==> src/sv/srt_pkg.sv <==
`timescale 1ns / 1ps
// ----------------------------------------------------------------------------
// srt_pkg
// Shared types and constants of the sorted record table: field widths,
// command and status codes, the record layout and the cell control word.
// ----------------------------------------------------------------------------
package srt_pkg;

   localparam int ID_W         = 30;
   localparam int COURSE_W     = 16;
   localparam int SCORE_W      = 8;
   localparam int POS_W        = 6;
   localparam int STATUS_W     = 2;
   localparam int OPCODE_W     = 2;
   localparam int MAX_DEPTH    = 64;
   localparam int DEFAULT_DEPTH = 64;
   localparam int GROUP_W      = 8;
   localparam int NUM_GROUPS   = MAX_DEPTH / GROUP_W;

   typedef enum logic [OPCODE_W-1:0] {
      OP_INSERT = 2'd0,
      OP_FIND   = 2'd1,
      OP_DELETE = 2'd2,
      OP_UPDATE = 2'd3
   } opcode_type;

   typedef enum logic [STATUS_W-1:0] {
      ST_OK        = 2'd0,
      ST_NOT_FOUND = 2'd1,
      ST_FULL      = 2'd2
   } status_type;

   typedef enum logic [2:0] {
      CELL_HOLD    = 3'd0,
      CELL_COMPARE = 3'd1,
      CELL_INSERT  = 3'd2,
      CELL_DELETE  = 3'd3,
      CELL_UPDATE  = 3'd4
   } cell_op_type;

   typedef struct packed {
      logic [ID_W-1:0]     id;
      logic [COURSE_W-1:0] course;
      logic [SCORE_W-1:0]  score;
   } record_type;

   // per-cell compare result, latched when a command is taken
   typedef struct packed {
      logic nlt;   // not (occupied and id < key)
      logic nle;   // not (occupied and id <= key)
      logic hit;   // occupied, id and course both match
   } flag_type;

   typedef struct packed {
      cell_op_type      op;
      record_type       rec;
      logic [POS_W-1:0] pos;
      logic [POS_W:0]   count;
   } cell_ctrl_type;

   typedef struct packed {
      logic             found;
      logic [POS_W-1:0] idx;
   } loc_type;

endpackage

==> src/sv/srt_cell.sv <==
`timescale 1ns / 1ps
// ----------------------------------------------------------------------------
// srt_cell
// One slot of the table: holds a record, compares it against the command
// key and shifts records to or from its neighbors on insert and delete.
// ----------------------------------------------------------------------------
module srt_cell #(
   parameter int IDX = 0
) (
   input  logic                  clock,
   input  srt_pkg::cell_ctrl_type ctrl,
   input  srt_pkg::record_type   left_rec,
   input  srt_pkg::record_type   right_rec,
   output srt_pkg::record_type   rec,
   output srt_pkg::flag_type     flags
);
   import srt_pkg::*;

   localparam logic [POS_W-1:0] IDX_C = POS_W'(IDX);

   record_type rec_ff, rec_in;
   flag_type   flags_ff, flags_in;
   logic       occupied;

   assign occupied = {1'b0, IDX_C} < ctrl.count;

   always_comb begin
      rec_in   = rec_ff;
      flags_in = flags_ff;
      unique case (ctrl.op)
         CELL_HOLD: begin
         end
         CELL_COMPARE: begin
            flags_in.nlt = !(occupied && (rec_ff.id < ctrl.rec.id));
            flags_in.nle = !(occupied && (rec_ff.id <= ctrl.rec.id));
            flags_in.hit = occupied && (rec_ff.id == ctrl.rec.id)
                           && (rec_ff.course == ctrl.rec.course);
         end
         CELL_INSERT: begin
            if (IDX_C > ctrl.pos) begin
               rec_in = left_rec;
            end else if (IDX_C == ctrl.pos) begin
               rec_in = ctrl.rec;
            end
         end
         CELL_DELETE: begin
            if (IDX_C >= ctrl.pos) begin
               rec_in = right_rec;
            end
         end
         CELL_UPDATE: begin
            if (IDX_C == ctrl.pos) begin
               rec_in.score = ctrl.rec.score;
            end
         end
         default: begin
         end
      endcase
   end

   always_ff @(posedge clock) begin
      rec_ff   <= rec_in;
      flags_ff <= flags_in;
   end

   assign rec   = rec_ff;
   assign flags = flags_ff;

endmodule

==> config.mk <==
export PLATFORM = sky130hd
export DESIGN_NAME = srt_cell
export DESIGN_NICKNAME = d
export VERILOG_FILES = /design/src/sv/srt_pkg.sv /design/src/sv/srt_cell.sv
export SDC_FILE = /design/constraint.sdc
export NUM_CORES = 1
export LEC_CHECK = 0
export ABC_AREA = 1
export ABC_CLOCK_PERIOD_IN_PS = 3800
export BUFFER_PORTS_ARGS = -buffer_cell sky130_fd_sc_hd__clkbuf_2
export CAP_MARGIN = 0
export CELL_PAD_IN_SITES_DETAIL_PLACEMENT = 0
export CELL_PAD_IN_SITES_GLOBAL_PLACEMENT = 1
export CORE_MARGIN = 8
export CORE_UTILIZATION = 29
export CTS_CLUSTER_DIAMETER = 100
export DETAILED_ROUTE_END_ITERATION = 6
export MAX_ROUTING_LAYER = met4
export PLACE_DENSITY = 0.85
export REMOVE_ABC_BUFFERS = 1
export SETUP_SLACK_MARGIN = 0.15
export SYNTH_ARGS = -nofsm -noshare
export SYNTH_HDL_FRONTEND = slang
export SYNTH_SLANG_ARGS = --single-unit
==> constraint.sdc <==
create_clock -name clock -period 3.8 [get_ports clock]
set_input_delay 0 -clock clock [delete_from_list [all_inputs] [get_ports clock]]
set_output_delay 0 -clock clock [all_outputs]
set_load 0.1 [all_outputs]
==> impl_metrics.sql <==
INSERT INTO impl_metrics (metric_group, metric, value, unit) VALUES
('floorplan', 'initial_utilization', '0.2923', ''),
('synthesis', 'ys_seq_area_frac', '0.4937', ''),
('worst_setup_path', 'worstSetupPathType', 'primary input to register', ''),
('detailed_routing', 'remaining_drc_errors', '0', ''),
('worst_hold_path', 'whs_endpoint', 'flags[0]', ''),
('worst_setup_path', 'worst_setup_path_startpoint', 'ctrl[68]', ''),
('sta', 'worstMarginPinSlew', '1029', 'ps'),
('placed_design', 'place.port_buffers', '181', ''),
('sta', 'final-max-slew-violation-count', '0', ''),
('floorplan', 'core_area', '0.01186', 'mm²'),
('synthesis', 'syn_area_per_cell', '8.777', 'µm²'),
('clock_network', 'clk-insertion-delay-late', '330', 'ps'),
('worst_setup_path', 'required', '3870', 'ps'),
('synthesis', 'synth.yosys.warnings', '0', ''),
('floorplan', 'floorplan.die_area', '0.01571', 'mm²'),
('synthesis', 'number_of_cells_produced_by_synthesis', '395', ''),
('grt', 'maximum_number_of_pins_on_one_net_before_global_route_repair', '89', ''),
('sta', 'finClkSkew', '6.829', 'ps'),
('detailed_routing', 'initialDrtViolationCount', '138', ''),
('worst_setup_path', 'setup.reg_to_reg.worst_slack', '2080', 'ps'),
('pwr', 'netSwitchingPower', '403.6', 'µW'),
('pwr', 'seq_power_share', '0.417', ''),
('detailed_routing', 'viasPerCell', '4.394', ''),
('sta', 'final_hold_fails', '0', ''),
('grt', 'vias_in_the_first_global_route', '3775', ''),
('grt', 'global_route_wire_length_before_repair', '18.13', 'mm'),
('outcome', 'outcome', 'complete, no violations', ''),
('synthesis', 'synth_top_area_share', '0.4937', ''),
('synthesis', 'ys_seq_elements', '57', ''),
('placed_design', 'globalplace.congestion', '0.7358', ''),
('placed_design', 'hpwlAfterDp', '8.141', 'mm'),
('detailed_routing', 'avgRoutedWirePerCell', '13.87', 'µm'),
('clock_network', 'clkTransAtPathRegs', '60', 'ps'),
('clock_network', 'numCtsBuffers', '9', ''),
('worst_setup_path', 'path_max_fanout', '88', ''),
('clock_network', 'cts.sinks', '57', ''),
('pwr', 'p_comb_frac', '0.160', ''),
('floorplan', 'die-width', '125.3', 'µm'),
('sta', 'slew_headroom', '0.3141', ''),
('sta', 'setup_repair_after_global_routing_missed_its_margin', 'false', ''),
('sta', 'timing.final.crit_period', '2256', 'ps'),
('placed_design', 'post-place-ws', '1728', 'ps'),
('clock_network', 'cts.htree.levels', '3', ''),
('floorplan', 'die_height', '125.3', 'µm'),
('clock_network', 'max-clock-path-buffers', '2', ''),
('finish', 'layout_cell_share_with_drive_strength_beyond_1', '0.3120', ''),
('run', 'max-cap-violations', '0', ''),
('sta', 'setup_total_negative_slack', '0', 'ps'),
('synthesis', 'synth_cell_types', '23', ''),
('sta', 'post-route-period-util', '0.5937', ''),
('pwr', 'power.ir.vdd_worst', '0.0002427', 'V'),
('detailed_routing', 'drt.antenna.violating_nets', '0', ''),
('worst_hold_path', 'worstHoldStart', 'ctrl[68]', ''),
('worst_hold_path', 'timing.hold.worst.class', 'primary input to register', ''),
('grt', 'antenna_found_initial', '0', ''),
('clock_network', 'tritoncts', 'built', ''),
('clock_network', 'post_cts_resize_count', '0', ''),
('worst_setup_path', 'startpoint_type', 'primary input', ''),
('finish', 'final_util', '0.4643', ''),
('finish', 'final_net_count', '861', ''),
('finish', 'fin_cells', '804', ''),
('detailed_routing', 'finalWirelength', '11.15', 'mm'),
('pwr', 'internal-power', '1277', 'µW'),
('worst_setup_path', 'timing.reg2reg.worst_path_depth', '7', ''),
('worst_setup_path', 'worstSetupEndpointType', 'register', ''),
('clock_network', 'cts_root_buffer', 'clkbuf_16', ''),
('worst_hold_path', 'number_of_stages_on_the_worst_hold_path', '2', ''),
('pwr', 'power_density', '305.1', 'mW/mm²'),
('worst_setup_path', 'rr_endpoint', 'flags[1]', ''),
('detailed_routing', 'routedLengthMet1', '4.530', 'mm'),
('sta', 'final-setup-viol-count', '0', '');
-- synth_stat cells --
| master | instances |
|---|---|
| clkbuf_1 | 2 |
| inv_2 | 2 |
| o21ai_1 | 6 |
| edfxtp_1 | 57 |
| nor2_1 | 16 |
| nor4_1 | 1 |
| nand2_1 | 140 |
| buf_4 | 2 |
| ha_1 | 30 |
| nand4_1 | 5 |
| buf_2 | 5 |
| inv_1 | 53 |
| nand2_2 | 2 |
| nand3_1 | 5 |
| nor2_2 | 4 |
| buf_6 | 2 |
| o21ai_0 | 31 |
| a21oi_1 | 14 |
| or2_2 | 1 |
| xor2_1 | 1 |
| nor3_1 | 1 |
| xnor2_1 | 14 |
| nor2_8 | 1 |
-- routing by layer --
layer	up-vias	GRT usage
met5	-	-
met3	27	0.04717
met2	129	0.2595
li1	1800	-
met4	0	0.06089
met1	1577	0.1520
-- logic make-up (layout without fill, tap and decap cells) --
group                      Yosys count  after routing  share of synthesized area
AOI/OAI and AO/OA                   51             51                    0.07362
xor gates and xnor gates            15             15                    0.03789
adders and majority gates           30             30                     0.1083
buffers and inverters               66            328                    0.07975
DFF                                 57             57                     0.4937
and+or+nand+nor                    176            176                     0.2068
-- final cells by class --
| cell class | count | area [µm²] |
|---|---|---|
| fill | 1141 | 6354 |
| clock inverter | 5 | 22.52 |
| multi-input combinational | 272 | 1486 |
| inverter | 55 | 206.4 |
| clock buffer | 11 | 232.7 |
| sequential | 57 | 1712 |
| timing repair buffer | 257 | 1664 |
| tap | 147 | 183.9 |
-- state kept, by name, summed over array words and instances (netlist names) --
| name | cells |
|---|---|
| flags | 3 |
| rec | 54 |
-- cell usage in the layout (no fill, tap or decap), drive strengths merged --
master,count
clkbuf,192
nand2,142
dlygate4sd3,75
edfxtp,57
inv,55
o21ai,37
ha,30
nor2,21
a21oi,14
xnor2,14
nand3,5
nand4,5
clkinv,5
nor4,1
or2,1
xor2,1
nor3,1
buf,1
-- worst max path at each step --
stage	endpoint	slack, ps
global placement	rec[9]	1810
CTS	rec[8]	1540
detailed placement	rec[8]	1730
global route	rec[5]	1270
finish	rec[5]	1540
floorplan	rec[10]	1070
-- metrics by stage --
stage | hold slack [ps] | instance area (µm²) | total power, µW
3_5_place_dp | 271.0 | 4502 | 913.6
5_1_grt | 21.33 | 5508 | 1764
2_1_floorplan | 178.6 | 3397 | 820.9
4_1_cts | 10.94 | 5508 | 1709
6_report | 19.06 | 5508 | 1680
3_3_place_gp | 268.5 | 4502 | 906.7
-- power groups by stage --
stage                     logic, µW  registers [µW]  clock network, µW
final                           269             701                710
after global placement          193             714                  0
after global routing            302             701                760
after floorplan                88.3             733                  0
after CTS                       268             701                740
after detailed placement        200             714                  0
-- critical path, cell delays in order --
cell	delay (ps)
clkbuf_2	90
inv_1	50
nor2_2	100
inv_2	90
nor2_8	760
inv_2	420
nand2_1	160
nand2_1	80
dlygate4sd3_1	580
-- timing repair --
action,CTS,global route
hold endpoints to repair,54,0
hold buffers,75,0
buffers inserted,0,0
Note: power is estimated with default switching activity, not from simulation.
