File: src/sv/srt_pkg.sv
`timescale 1ns / 1ps
// ----------------------------------------------------------------------------
// srt_pkg
// Shared types and constants of the sorted record table: field widths,
// command and status codes, the record layout and the cell control word.
// ----------------------------------------------------------------------------
package srt_pkg;

   localparam int ID_W         = 30;
   localparam int COURSE_W     = 16;
   localparam int SCORE_W      = 8;
   localparam int POS_W        = 6;
   localparam int STATUS_W     = 2;
   localparam int OPCODE_W     = 2;
   localparam int MAX_DEPTH    = 64;
   localparam int DEFAULT_DEPTH = 64;
   localparam int GROUP_W      = 8;
   localparam int NUM_GROUPS   = MAX_DEPTH / GROUP_W;

   typedef enum logic [OPCODE_W-1:0] {
      OP_INSERT = 2'd0,
      OP_FIND   = 2'd1,
      OP_DELETE = 2'd2,
      OP_UPDATE = 2'd3
   } opcode_type;

   typedef enum logic [STATUS_W-1:0] {
      ST_OK        = 2'd0,
      ST_NOT_FOUND = 2'd1,
      ST_FULL      = 2'd2
   } status_type;

   typedef enum logic [2:0] {
      CELL_HOLD    = 3'd0,
      CELL_COMPARE = 3'd1,
      CELL_INSERT  = 3'd2,
      CELL_DELETE  = 3'd3,
      CELL_UPDATE  = 3'd4
   } cell_op_type;

   typedef struct packed {
      logic [ID_W-1:0]     id;
      logic [COURSE_W-1:0] course;
      logic [SCORE_W-1:0]  score;
   } record_type;

   // per-cell compare result, latched when a command is taken
   typedef struct packed {
      logic nlt;   // not (occupied and id < key)
      logic nle;   // not (occupied and id <= key)
      logic hit;   // occupied, id and course both match
   } flag_type;

   typedef struct packed {
      cell_op_type      op;
      record_type       rec;
      logic [POS_W-1:0] pos;
      logic [POS_W:0]   count;
   } cell_ctrl_type;

   typedef struct packed {
      logic             found;
      logic [POS_W-1:0] idx;
   } loc_type;

endpackage

File: src/sv/srt_locate.sv
`timescale 1ns / 1ps
// ----------------------------------------------------------------------------
// srt_locate
// Two-stage registered priority tree over the cell flags: finds the lower
// bound, the upper bound and the first exact match of the last command.
// ----------------------------------------------------------------------------
module srt_locate #(
   parameter int TABLE_DEPTH = srt_pkg::DEFAULT_DEPTH
) (
   input  logic                clock,
   input  srt_pkg::flag_type   flags [TABLE_DEPTH],
   output srt_pkg::loc_type    lo_loc,
   output srt_pkg::loc_type    hi_loc,
   output srt_pkg::loc_type    hit_loc
);
   import srt_pkg::*;

   function automatic logic [3:0] first_set8(input logic [GROUP_W-1:0] v);
      logic [3:0] r;
      r = '0;
      for (int k = GROUP_W - 1; k >= 0; k--) begin
         if (v[k]) begin
            r = {1'b1, 3'(k)};
         end
      end
      return r;
   endfunction

   logic [MAX_DEPTH-1:0] nlt_vec, nle_vec, hit_vec;
   logic [3:0] nlt_grp_ff [NUM_GROUPS];
   logic [3:0] nle_grp_ff [NUM_GROUPS];
   logic [3:0] hit_grp_ff [NUM_GROUPS];
   loc_type    lo_in, hi_in, hit_in;
   loc_type    lo_ff, hi_ff, hit_ff;

   always_comb begin
      nlt_vec = '0;
      nle_vec = '0;
      hit_vec = '0;
      for (int i = 0; i < TABLE_DEPTH; i++) begin
         nlt_vec[i] = flags[i].nlt;
         nle_vec[i] = flags[i].nle;
         hit_vec[i] = flags[i].hit;
      end
   end

   // first stage: priority within each group of eight cells
   always_ff @(posedge clock) begin
      for (int g = 0; g < NUM_GROUPS; g++) begin
         nlt_grp_ff[g] <= first_set8(nlt_vec[g*GROUP_W +: GROUP_W]);
         nle_grp_ff[g] <= first_set8(nle_vec[g*GROUP_W +: GROUP_W]);
         hit_grp_ff[g] <= first_set8(hit_vec[g*GROUP_W +: GROUP_W]);
      end
   end

   // second stage: first group that has a set bit
   always_comb begin
      lo_in  = '0;
      hi_in  = '0;
      hit_in = '0;
      for (int g = NUM_GROUPS - 1; g >= 0; g--) begin
         if (nlt_grp_ff[g][3]) begin
            lo_in = {1'b1, 3'(g), nlt_grp_ff[g][2:0]};
         end
         if (nle_grp_ff[g][3]) begin
            hi_in = {1'b1, 3'(g), nle_grp_ff[g][2:0]};
         end
         if (hit_grp_ff[g][3]) begin
            hit_in = {1'b1, 3'(g), hit_grp_ff[g][2:0]};
         end
      end
   end

   always_ff @(posedge clock) begin
      lo_ff  <= lo_in;
      hi_ff  <= hi_in;
      hit_ff <= hit_in;
   end

   assign lo_loc  = lo_ff;
   assign hi_loc  = hi_ff;
   assign hit_loc = hit_ff;

endmodule

File: config.mk
export PLATFORM = sky130hd
export DESIGN_NAME = srt_locate
export DESIGN_NICKNAME = d
export VERILOG_FILES = /design/src/sv/srt_pkg.sv /design/src/sv/srt_locate.sv
export SDC_FILE = /design/constraint.sdc
export NUM_CORES = 1
export LEC_CHECK = 0
export ABC_AREA = 1
export BUFFER_PORTS_ARGS = -buffer_cell sky130_fd_sc_hd__buf_2
export CAP_MARGIN = 10
export CORE_ASPECT_RATIO = 0.7
export CORE_MARGIN = 2
export CORE_UTILIZATION = 52
export DETAILED_ROUTE_END_ITERATION = 10
export GPL_TIMING_DRIVEN = 0
export PLACE_DENSITY_LB_ADDON = 0.25
export SLEW_MARGIN = 0
export SYNTH_ARGS = -nofsm -noshare
export SYNTH_HDL_FRONTEND = slang
export SYNTH_SLANG_ARGS = --single-unit
export TNS_END_PERCENT = 30
File: constraint.sdc
create_clock -name clock -period 2.5 [get_ports clock]
set_input_delay 0.125 -clock clock [delete_from_list [all_inputs] [get_ports clock]]
set_output_delay 0.125 -clock clock [all_outputs]
set_load 0.01 [all_outputs]
==> qor.txt, run 1 <==
Mapped Area - 0.00513 sq mm
Slew HR - 74.0%
CTS resizes - 0
sw frac - 23.7%
antenna viol nets, final - 0
syn_area_per_cell - 7.11 sq um
Max Root-Sink Buffers - 2
Crit. End Element - register
fin nets - 1318
Skew-Pair Late Insertion Delay - 0.40 ns
cell taking the most area after synthesis - dfxtp_1
CP Buf/Inv Count - 4
CTS Sinks - 117
die area - 0.0107 sq mm
fillers - 447
final hold violations - 0
HPWL after DPL - 9.56 mm
VDD IR max - 0.753 mV
P_leak - 4.20 nW
total track usage - 35.4%
die width - 123 um
PortBufs - 213
synth unique cells - 17
Critical Path Max Stage Delay - 0.63 ns
count of final setup violators - 0
share of layout cells above drive strength 1 - 27.0%
outcome - finished clean
Primary FF master, synth - dfxtp_1
setup_tns - 0 ns
RSZ-0062 raised after global routing - no
post-synth top area share - 45.7%
asr flop ratio synth - 0%
GP Congestion - 0.837
clock group share of total power - 48.4%
top post-synthesis cells by area - dfxtp_1 (46%), a21oi_1 (11%), nand2_1 (9.2%), or2_2 (6.5%), inv_1 (6.4%)
I/O pins - 214
GR Overflow Total - 0
fin crit period - 2.07 ns
root buf cell - clkbuf_16
CP required - 2.79 ns
Comb pwr share - 12.9%
number of enable flip-flop cells after synthesis - 0
pin count of the biggest net entering global routing - 17
Max Clock Freq - 483 MHz
register area share after synthesis - 45.7%
Clock transition at path regs - 0.06 ns
Num CTS Buffers - 17
Post-route DRC - 0
Synth Register Bits - 117
Diodes inserted - 0
Layout Utilization - 89.9%
Commonest cells post-synth - nand2_1 (126), dfxtp_1 (117), a21oi_1 (112)
crit-path cells - dlygate4sd3_1 > buf_2 > nor3_1 > dlygate4sd3_1 > nand2_1 > dlygate4sd3_1
Critical Path Fanout Max - 3
total number of vias - 6753
area taken by multi-input logic gates - 0.00242 sq mm
Syn. warnings - 0
initial antenna violation count - 0
DRT iter0 DRCs - 464
core area - 0.00965 sq mm
CTS tree - built
mean routed wirelength per cell - 15.0 um
Max-Cap Viols - 0
FF/Latch Area - 0.00234 sq mm
Area Growth Syn to Fin - 69.1%
synthesized instance count - 722
Pwr Density - 583 mW/mm^2
P_sw - 1.20 mW
Worst-Margin Slew - 0.386 ns
CP arrival - 2.36 ns
Die Ht - 87.1 um
TritonRoute pass-1 iters - 5
first-pass GRT wire length - 29.7 mm
worst setup path class - in -> reg
Total Routed Length - 19.0 mm
Startpoint Class - input port
Seq pwr share - 38.7%
Rows - 30
HP Class - in -> reg
internal power - 3.86 mW
period utilization - 82.8%
most used cell, CP - dlygate4sd3_1
most frequent cell after synthesis - nand2_1
initial core utilization - 53.2%
H-Tree Depth - 4
vias in the first global route - 6729
CP delay by family, top - buffers and inverters
Critical-path top delay cell - dlygate4sd3_1
DR vias/cell - 5.33
Max Slew Vio Count - 0
Syn Nets - 915
skew final - 0.00807 ns
-- metal layers --
layer / track usage, % / part of all wire [%] / wire, um
met1: 37.2 / 37 / 7100
met2: 68.0 / 53 / 10000
met3: 6.68 / 6.1 / 1170
met4: 16.3 / 3.9 / 746
met5: 0 / 0 / 0
-- worst reg2reg max path: cells and delay by family (launching register included) --
family | cells | cell delay [ns]
simple gates | 6 | 0.54
flops | 1 | 0.45
buf+inv | 1 | 0.14
-- cell families (layout without fill, tap and decap cells) --
logic type / count (synthesis) / count (layout) / synth area share (%)
compound gates: 151 / 151 / 15.0
buf+inv: 93 / 509 / 7.15
flops: 117 / 117 / 45.7
simple gates: 361 / 361 / 32.1
-- power groups by stage --
| stage | logic (mW) | registers, mW | clock network [mW] |
|---|---|---|---|
| 3_3_place_gp | 0.422 | 1.99 | 0 |
| 3_5_place_dp | 0.433 | 1.99 | 0 |
| 4_1_cts | 0.593 | 1.96 | 2.45 |
| 2_1_floorplan | 0.188 | 1.99 | 0 |
| 6_report | 0.654 | 1.96 | 2.45 |
| 5_1_grt | 0.704 | 1.96 | 2.55 |
-- flip-flops by register name, summed over array words and instances (netlist names) --
| signal | count |
|---|---|
| hit_loc | 7 |
| nlt_grp_ff | 32 |
| hi_loc | 7 |
| nle_grp_ff | 32 |
| hit_grp_ff | 32 |
| lo_loc | 7 |
-- placed cells by master, fill, tap and decap left out, types with 6 or more instances in the layout --
cell type	n
buf_2	213
nand3_1	9
clkbuf_16	17
o21ai_0	27
or2_2	53
nor2_2	6
nor3_1	54
dfxtp_1	117
dlygate4sd3_1	171
inv_1	88
a21oi_1	112
nand2_1	126
nor4_1	24
nor2_1	86
a31oi_1	11
-- final cells by class --
type | instances | share of cell area (%)
timing repair buffer | 384 | 32.0
multi-input combinational | 512 | 27.9
sequential | 117 | 27.0
clock buffer | 18 | 4.95
inverter | 88 | 3.81
clock inverter | 14 | 2.05
tap | 128 | 1.85
buffer | 5 | 0.418
-- path summary, 6_finish.rpt --
check	startpoint	to	slack, ns	depth (start not counted)
hold reg to reg	nle_grp_ff[0][1]	hi_loc[1]	0.43	2
setup reg to reg	nlt_grp_ff[1][3]	lo_loc[1]	1.27	7
hold / removal	flags[156]	hit_grp_ff[0][5]	0.02	3
setup / recovery	flags[34]	nle_grp_ff[1][11]	0.43	6
-- metrics by stage --
step / instances / hold WS (ns) / worst slack (ns) / area [sq um] / power, mW
2_1_floorplan: 722 / 0.194 / 1.53 / 5130 / 2.18
3_3_place_gp: 1063 / 0.293 / 1.42 / 6360 / 2.41
3_5_place_dp: 1063 / 0.295 / 1.41 / 6360 / 2.43
4_1_cts: 1266 / 0.00287 / 0.560 / 8670 / 5.00
5_1_grt: 1266 / 0.0160 / 0.375 / 8670 / 5.22
6_report: 1266 / 0.0185 / 0.430 / 8670 / 5.06
-- timing repair --
item	in CTS	in global routing
endpoints found under the hold margin	82	0
hold buffers	171	0
setup buffers	0	0
setup endpoints to repair	0	0
(Power assumes the default switching activity.)
==> run 2: changes to the inputs <==
--- a/config.mk
+++ b/config.mk
@@ -10,7 +10,7 @@
 export CAP_MARGIN = 10
 export CORE_ASPECT_RATIO = 0.7
 export CORE_MARGIN = 2
-export CORE_UTILIZATION = 52
+export CORE_UTILIZATION = 48
 export DETAILED_ROUTE_END_ITERATION = 10
 export GPL_TIMING_DRIVEN = 0
 export PLACE_DENSITY_LB_ADDON = 0.25
==> constraint.sdc (replaced) <==
create_clock -name clock -period 2.06 [get_ports clock]
set_input_delay 0.103 -clock clock [delete_from_list [all_inputs] [get_ports clock]]
set_output_delay 0.103 -clock clock [all_outputs]
set_load 0.01 [all_outputs]
==> run 2 against run 1 <==
The run now ends with negative setup slack left. Critical path type unchanged. Clock power up 29%. Cell count is 2.7% higher. Non-clock buffer count increased by 29. Combinational power rose by 28%. Clock-buffer cell count unchanged. Core utilization shrank 3.0 points. Power grew 26%.
==> qor.txt, run 2 (synthesized netlist as in run 1, its figures left out) <==
outcome - finished with violations (was finished clean)
failing checks - negative setup slack
Worst-Margin Slew - 0.436 ns (was 0.386 ns)
most common cell after layout, fill and taps aside - buf_2 (unchanged)
CP arrival - 2.37 ns (was 2.36 ns)
Total Routed Length - 20.8 mm (was 19.0 mm)
Startpoint Class - input port (unchanged)
Hold EP - hit_grp_ff[1][5] (was hit_grp_ff[0][5])
count of final setup violators - 1 (was 0)
TritonRoute pass-1 iters - 5 (unchanged)
WHS Path Cells - 3 (unchanged)
Num CTS Buffers - 17 (unchanged)
FF-to-FF End - hi_loc[0] (was lo_loc[1])
Max-Cap Viols - 0 (unchanged)
final hold violations - 0 (unchanged)
Area Growth Syn to Fin - 75.5% (was 69.1%)
die width - 128 um (was 123 um)
pin count of the biggest net entering global routing - 17 (unchanged)
Tot Pwr - 6.38 mW (was 5.06 mW)
first-pass GRT wire length - 32.7 mm (was 29.7 mm)
fillers - 521 (was 447)
R2R Path Start - nle_grp_ff[0][7] (was nlt_grp_ff[1][3])
worst r2r path cells - 6 (was 7)
Skew-Pair Late Insertion Delay - 0.41 ns (was 0.40 ns)
initial core utilization - 49.5% (was 53.2%)
vias in the first global route - 7373 (was 6729)
HP Class - in -> reg (unchanged)
mean routed wirelength per cell - 16.0 um (was 15.0 um)
share of layout cells above drive strength 1 - 26.4% (was 27.0%)
Post-route DRC - 0 (unchanged)
core area - 0.0104 sq mm (was 0.00965 sq mm)
internal reg-to-reg setup slack - 0.77 ns (was 1.27 ns)
fin crit period - 2.08 ns
Layout Utilization - 86.9% (was 89.9%)
Critical Path Fanout Max - 3 (unchanged)
PortBufs - 213 (unchanged)
CP required - 2.35 ns (was 2.79 ns)
I/O pins - 214 (unchanged)
GP Congestion - 0.848 (was 0.837)
highest-count cells in the layout ignoring fill and taps - buf_2 (213), dlygate4sd3_1 (200), nand2_1 (126) (was buf_2 (213), dlygate4sd3_1 (171), nand2_1 (126))
# Post-CTS Setup Buffers - 0 (unchanged)
biggest regs - hit_grp_ff: 32 flops, nle_grp_ff: 32 flops, nlt_grp_ff: 32 flops (unchanged)
worst setup path class - in -> reg (unchanged)
VDD IR max - 0.649 mV (was 0.753 mV)
CTS tree - built (unchanged)
skew final - 0.00940 ns (was 0.00807 ns)
GR Overflow Total - 0 (unchanged)
die area - 0.0115 sq mm (was 0.0107 sq mm)
Placed Instances - 1067 (was 1063)
antenna viol nets, final - 0 (unchanged)
P_leak - 4.35 nW (was 4.20 nW)
Clock transition at path regs - 0.05 ns (was 0.06 ns)
H-Tree Depth - 4 (unchanged)
Crit. End Element - register (unchanged)
Rows - 31 (was 30)
Pwr Density - 709 mW/mm^2 (was 583 mW/mm^2)
fin nets - 1347 (was 1318)
initial antenna violation count - 1 (was 0)
period utilization - 101%
hold path startpoint - flags[60] (was flags[156])
worst setup margin - -0.0193 ns (was 0.430 ns)
Slew HR - 70.7% (was 74.0%)
setup_tns - -0.0193 ns (was 0 ns)
root buf cell - clkbuf_16 (unchanged)
Max Root-Sink Buffers - 2 (unchanged)
Max Slew Vio Count - 0 (unchanged)
total number of vias - 6967 (was 6753)
Max Clock Freq - 481 MHz
RSZ-0062 raised after global routing - no (unchanged)
Die Ht - 90.5 um (was 87.1 um)
total track usage - 35.3% (was 35.4%)
DR vias/cell - 5.36 (was 5.33)
HPWL after DPL - 9.52 mm (was 9.56 mm)
fin cells - 1300 (was 1266)
CTS Sinks - 117 (unchanged)
DRT iter0 DRCs - 504 (was 464)
run 2: repair_timing:
action,CTS,global route
hold buffers,200,0
setup endpoints to repair,0,1
endpoints found under the hold margin,95,0
resized for setup,0,1
run 2: power breakdown:
| part | switching, mW | total (mW) | leakage [nW] | internal, mW |
|---|---|---|---|---|
| sequential | 0.0293 | 2.38 | 0.961 | 2.35 |
| clock | 1.13 | 3.17 | 0.301 | 2.04 |
| combinational | 0.378 | 0.840 | 3.09 | 0.462 |
| total | 1.54 | 6.38 | 4.35 | 4.85 |
run 2: metrics by stage:
stage | setup WS (ns) | instance area (sq um) | hold slack, ns
5_1_grt | 0.00410 | 9000 | 0.0237
6_report | -0.0193 | 9000 | 0.00973
2_1_floorplan | 1.09 | 5130 | 0.172
3_3_place_gp | 0.997 | 6360 | 0.269
3_5_place_dp | 0.980 | 6360 | 0.270
4_1_cts | 0.134 | 8990 | 0.00210
run 2: worst max-delay path, cell delays in order:
cell	delay (ns)
dlygate4sd3_1	0.54
buf_2	0.14
nor3_1	0.33
dlygate4sd3_1	0.64
nand2_1	0.05
dlygate4sd3_1	0.55
run 2: how the worst max path moves through the flow:
stage | from | end | slack, ns | depth (start not counted)
global route | flags[59] | nlt_grp_ff[1][7] | 0.004 | 6
finish | flags[59] | nlt_grp_ff[1][7] | -0.02 | 6
floorplan | nle_grp_ff[1][15] | hi_loc[6] | 1.09 | 3
global placement | nlt_grp_ff[0][15] | lo_loc[2] | 1.0 | 7
CTS | flags[174] | hit_grp_ff[0][3] | 0.13 | 6
detailed placement | hit_grp_ff[1][15] | hit_loc[6] | 0.98 | 3
run 2: cell type report:
type	count	area (sq um)	share of cell area, %
multi-input cells	512	2430	27.0
repair buffers	413	3070	34.1
inverters	88	330	3.67
flip-flops and latches	117	2340	26.0
well taps	132	165	1.83
clock buffers	18	429	4.77
clock inverters	14	201	2.24
plain buffers	5	36.3	0.403
diodes	1	2.50	0.0278
run 2: routing by layer:
metal  track usage (%)  share of wire, %
met1              35.6                36
met5                 0                 0
met3              7.41               6.6
met4              23.4               6.0
met2              65.3                51
==> run 3: changes to the inputs <==
--- a/config.mk
+++ b/config.mk
@@ -9,7 +9,6 @@
 export BUFFER_PORTS_ARGS = -buffer_cell sky130_fd_sc_hd__buf_2
 export CAP_MARGIN = 10
 export CORE_ASPECT_RATIO = 0.7
-export CORE_MARGIN = 2
 export CORE_UTILIZATION = 48
 export DETAILED_ROUTE_END_ITERATION = 10
 export GPL_TIMING_DRIVEN = 0
==> run 3 against run 2 <==
The flow finishes with violations (design-rule violations). Via count fell by 3.6%. Sequential share of layout area hardly changed. Register-to-register slack improved by 0.04 ns. Critical path depth unchanged. Clock-buffer cell count is the same. Core utilization about the same. Wire length fell by 8.5%. Critical path type unchanged. Largest cell class unchanged.
==> qor.txt, run 3 (synthesized netlist as in run 1, its figures left out) <==
total track usage - 33.2% (was 35.3%)
CTS tree - built (unchanged)
initial core utilization - 49.5% (unchanged)
Max Root-Sink Buffers - 2 (unchanged)
final hold violations - 0 (unchanged)
Max Clock Freq - 502 MHz (was 481 MHz)
Tot Pwr - 6.61 mW (was 6.38 mW)
Clock transition at path regs - 0.06 ns (was 0.05 ns)
share of layout cells above drive strength 1 - 27.0% (was 26.4%)
Crit. End Element - register (unchanged)
die width - 126 um (was 128 um)
Total Routed Length - 19.0 mm (was 20.8 mm)
most common cell after layout, fill and taps aside - buf_2 (unchanged)
die area - 0.0111 sq mm (was 0.0115 sq mm)
vias in the first global route - 6560 (was 7373)
highest-count cells in the layout ignoring fill and taps - buf_2 (213), dlygate4sd3_1 (193), nand2_1 (126) (was buf_2 (213), dlygate4sd3_1 (200), nand2_1 (126))
Worst-Margin Slew - 0.375 ns (was 0.436 ns)
HPWL after DPL - 9.19 mm (was 9.52 mm)
Slew HR - 74.7% (was 70.7%)
CP arrival - 2.28 ns (was 2.37 ns)
first-pass GRT wire length - 29.2 mm (was 32.7 mm)
failing checks - design-rule violations (was negative setup slack)
CTS Sinks - 117 (unchanged)
Layout Utilization - 86.9% (about the same)
Rows - 31 (unchanged)
Post-route DRC - 9 (was 0)
Max Slew Vio Count - 0 (unchanged)
Die Ht - 88.5 um (was 90.5 um)
Pwr Density - 734 mW/mm^2 (was 709 mW/mm^2)
Setup WS pre-CTS - 0.975 ns (was 0.980 ns)
HP Class - in -> reg (unchanged)
fin crit period - 1.99 ns (was 2.08 ns)
mean routed wirelength per cell - 14.7 um (was 16.0 um)
DR vias/cell - 5.20 (was 5.36)
root buf cell - clkbuf_16 (unchanged)
GP Congestion - 0.828 (was 0.848)
CP required - 2.35 ns (about the same)
# Post-CTS Setup Buffers - 0 (unchanged)
GR Overflow Total - 0 (unchanged)
total number of vias - 6719 (was 6967)
period utilization - 96.8% (was 101%)
Area Growth Syn to Fin - 75.5% (about the same)
RSZ-0062 raised after global routing - no (unchanged)
outcome - finished with violations (unchanged)
Num CTS Buffers - 17 (unchanged)
P_leak - 4.34 nW (was 4.35 nW)
Diodes inserted - 0 (was 1)
fin nets - 1340 (was 1347)
count of final setup violators - 0 (was 1)
biggest regs - hit_grp_ff: 32 flops, nle_grp_ff: 32 flops, nlt_grp_ff: 32 flops (unchanged)
Critical Path Fanout Max - 3 (unchanged)
PortBufs - 213 (unchanged)
Skew-Pair Late Insertion Delay - 0.40 ns (was 0.41 ns)
TritonRoute pass-1 iters - 8 (was 5)
DRT iter0 DRCs - 458 (was 504)
pin count of the biggest net entering global routing - 17 (unchanged)
antenna viol nets, final - 0 (unchanged)
initial antenna violation count - 0 (was 1)
skew final - 0.0112 ns (was 0.00940 ns)
VDD IR max - 0.808 mV (was 0.649 mV)
H-Tree Depth - 4 (unchanged)
core area - 0.0104 sq mm (unchanged)
Max-Cap Viols - 0 (unchanged)
worst setup path class - in -> reg (unchanged)
I/O pins - 214 (unchanged)
worst setup margin - 0.0665 ns (was -0.0193 ns)
Startpoint Class - input port (unchanged)
setup_tns - 0 ns (was -0.0193 ns)
==> run 3: worst paths after layout <==
kind	start	endpoint	slack (ns)	cells past startpoint
setup / recovery	flags[128]	nlt_grp_ff[0][11]	0.07	6
hold / removal	flags[13]	nle_grp_ff[1][13]	0.01	3
setup reg to reg	nlt_grp_ff[1][3]	lo_loc[2]	0.81	7
hold reg to reg	nlt_grp_ff[0][1]	lo_loc[1]	0.44	2
==> run 3: per-stage QoR <==
| step | area, sq um | hold WS [ns] | instances |
|---|---|---|---|
| final | 9000 | 0.00984 | 1292 |
| after global routing | 9000 | 0.0208 | 1292 |
| after floorplan | 5130 | 0.172 | 722 |
| after CTS | 8980 | 0.00158 | 1292 |
| after global placement | 6360 | 0.270 | 1067 |
| after detailed placement | 6360 | 0.275 | 1067 |
==> run 3: metal layers <==
metal	GRT usage, %	up-vias	routed length, um
met5	0	-	0
met4	13.6	0	653
met3	6.95	70	1130
met2	64.9	317	9890
met1	35.5	3097	7360
li1	-	3235	-
==> run 3: final cells by class <==
| cell class | count | area [sq um] |
|---|---|---|
| repair buffers | 406 | 3000 |
| multi-input cells | 512 | 2450 |
| flip-flops and latches | 117 | 2340 |
| fillers | 508 | 1350 |
| clock buffers | 18 | 439 |
| inverters | 88 | 330 |
| clock inverters | 14 | 246 |
| well taps | 132 | 165 |
| plain buffers | 5 | 36.3 |
==> run 3: repair_timing <==
item                                   in CTS  in global routing
hold buffers                              193                  0
endpoints found under the hold margin      95                  0
resized for setup                           0                  5
setup endpoints to repair                   0                  5
==> run 3: power by group <==
part	internal (mW)	switching [mW]
sequential	2.35	0.0271
clock	2.32	1.10
combinational	0.454	0.370
==> run 3: worst max-delay path, stage by stage <==
cell	delay, ns
dlygate4sd3_1	0.54
buf_2	0.14
nor3_1	0.27
dlygate4sd3_1	0.62
nand2_1	0.06
dlygate4sd3_1	0.56
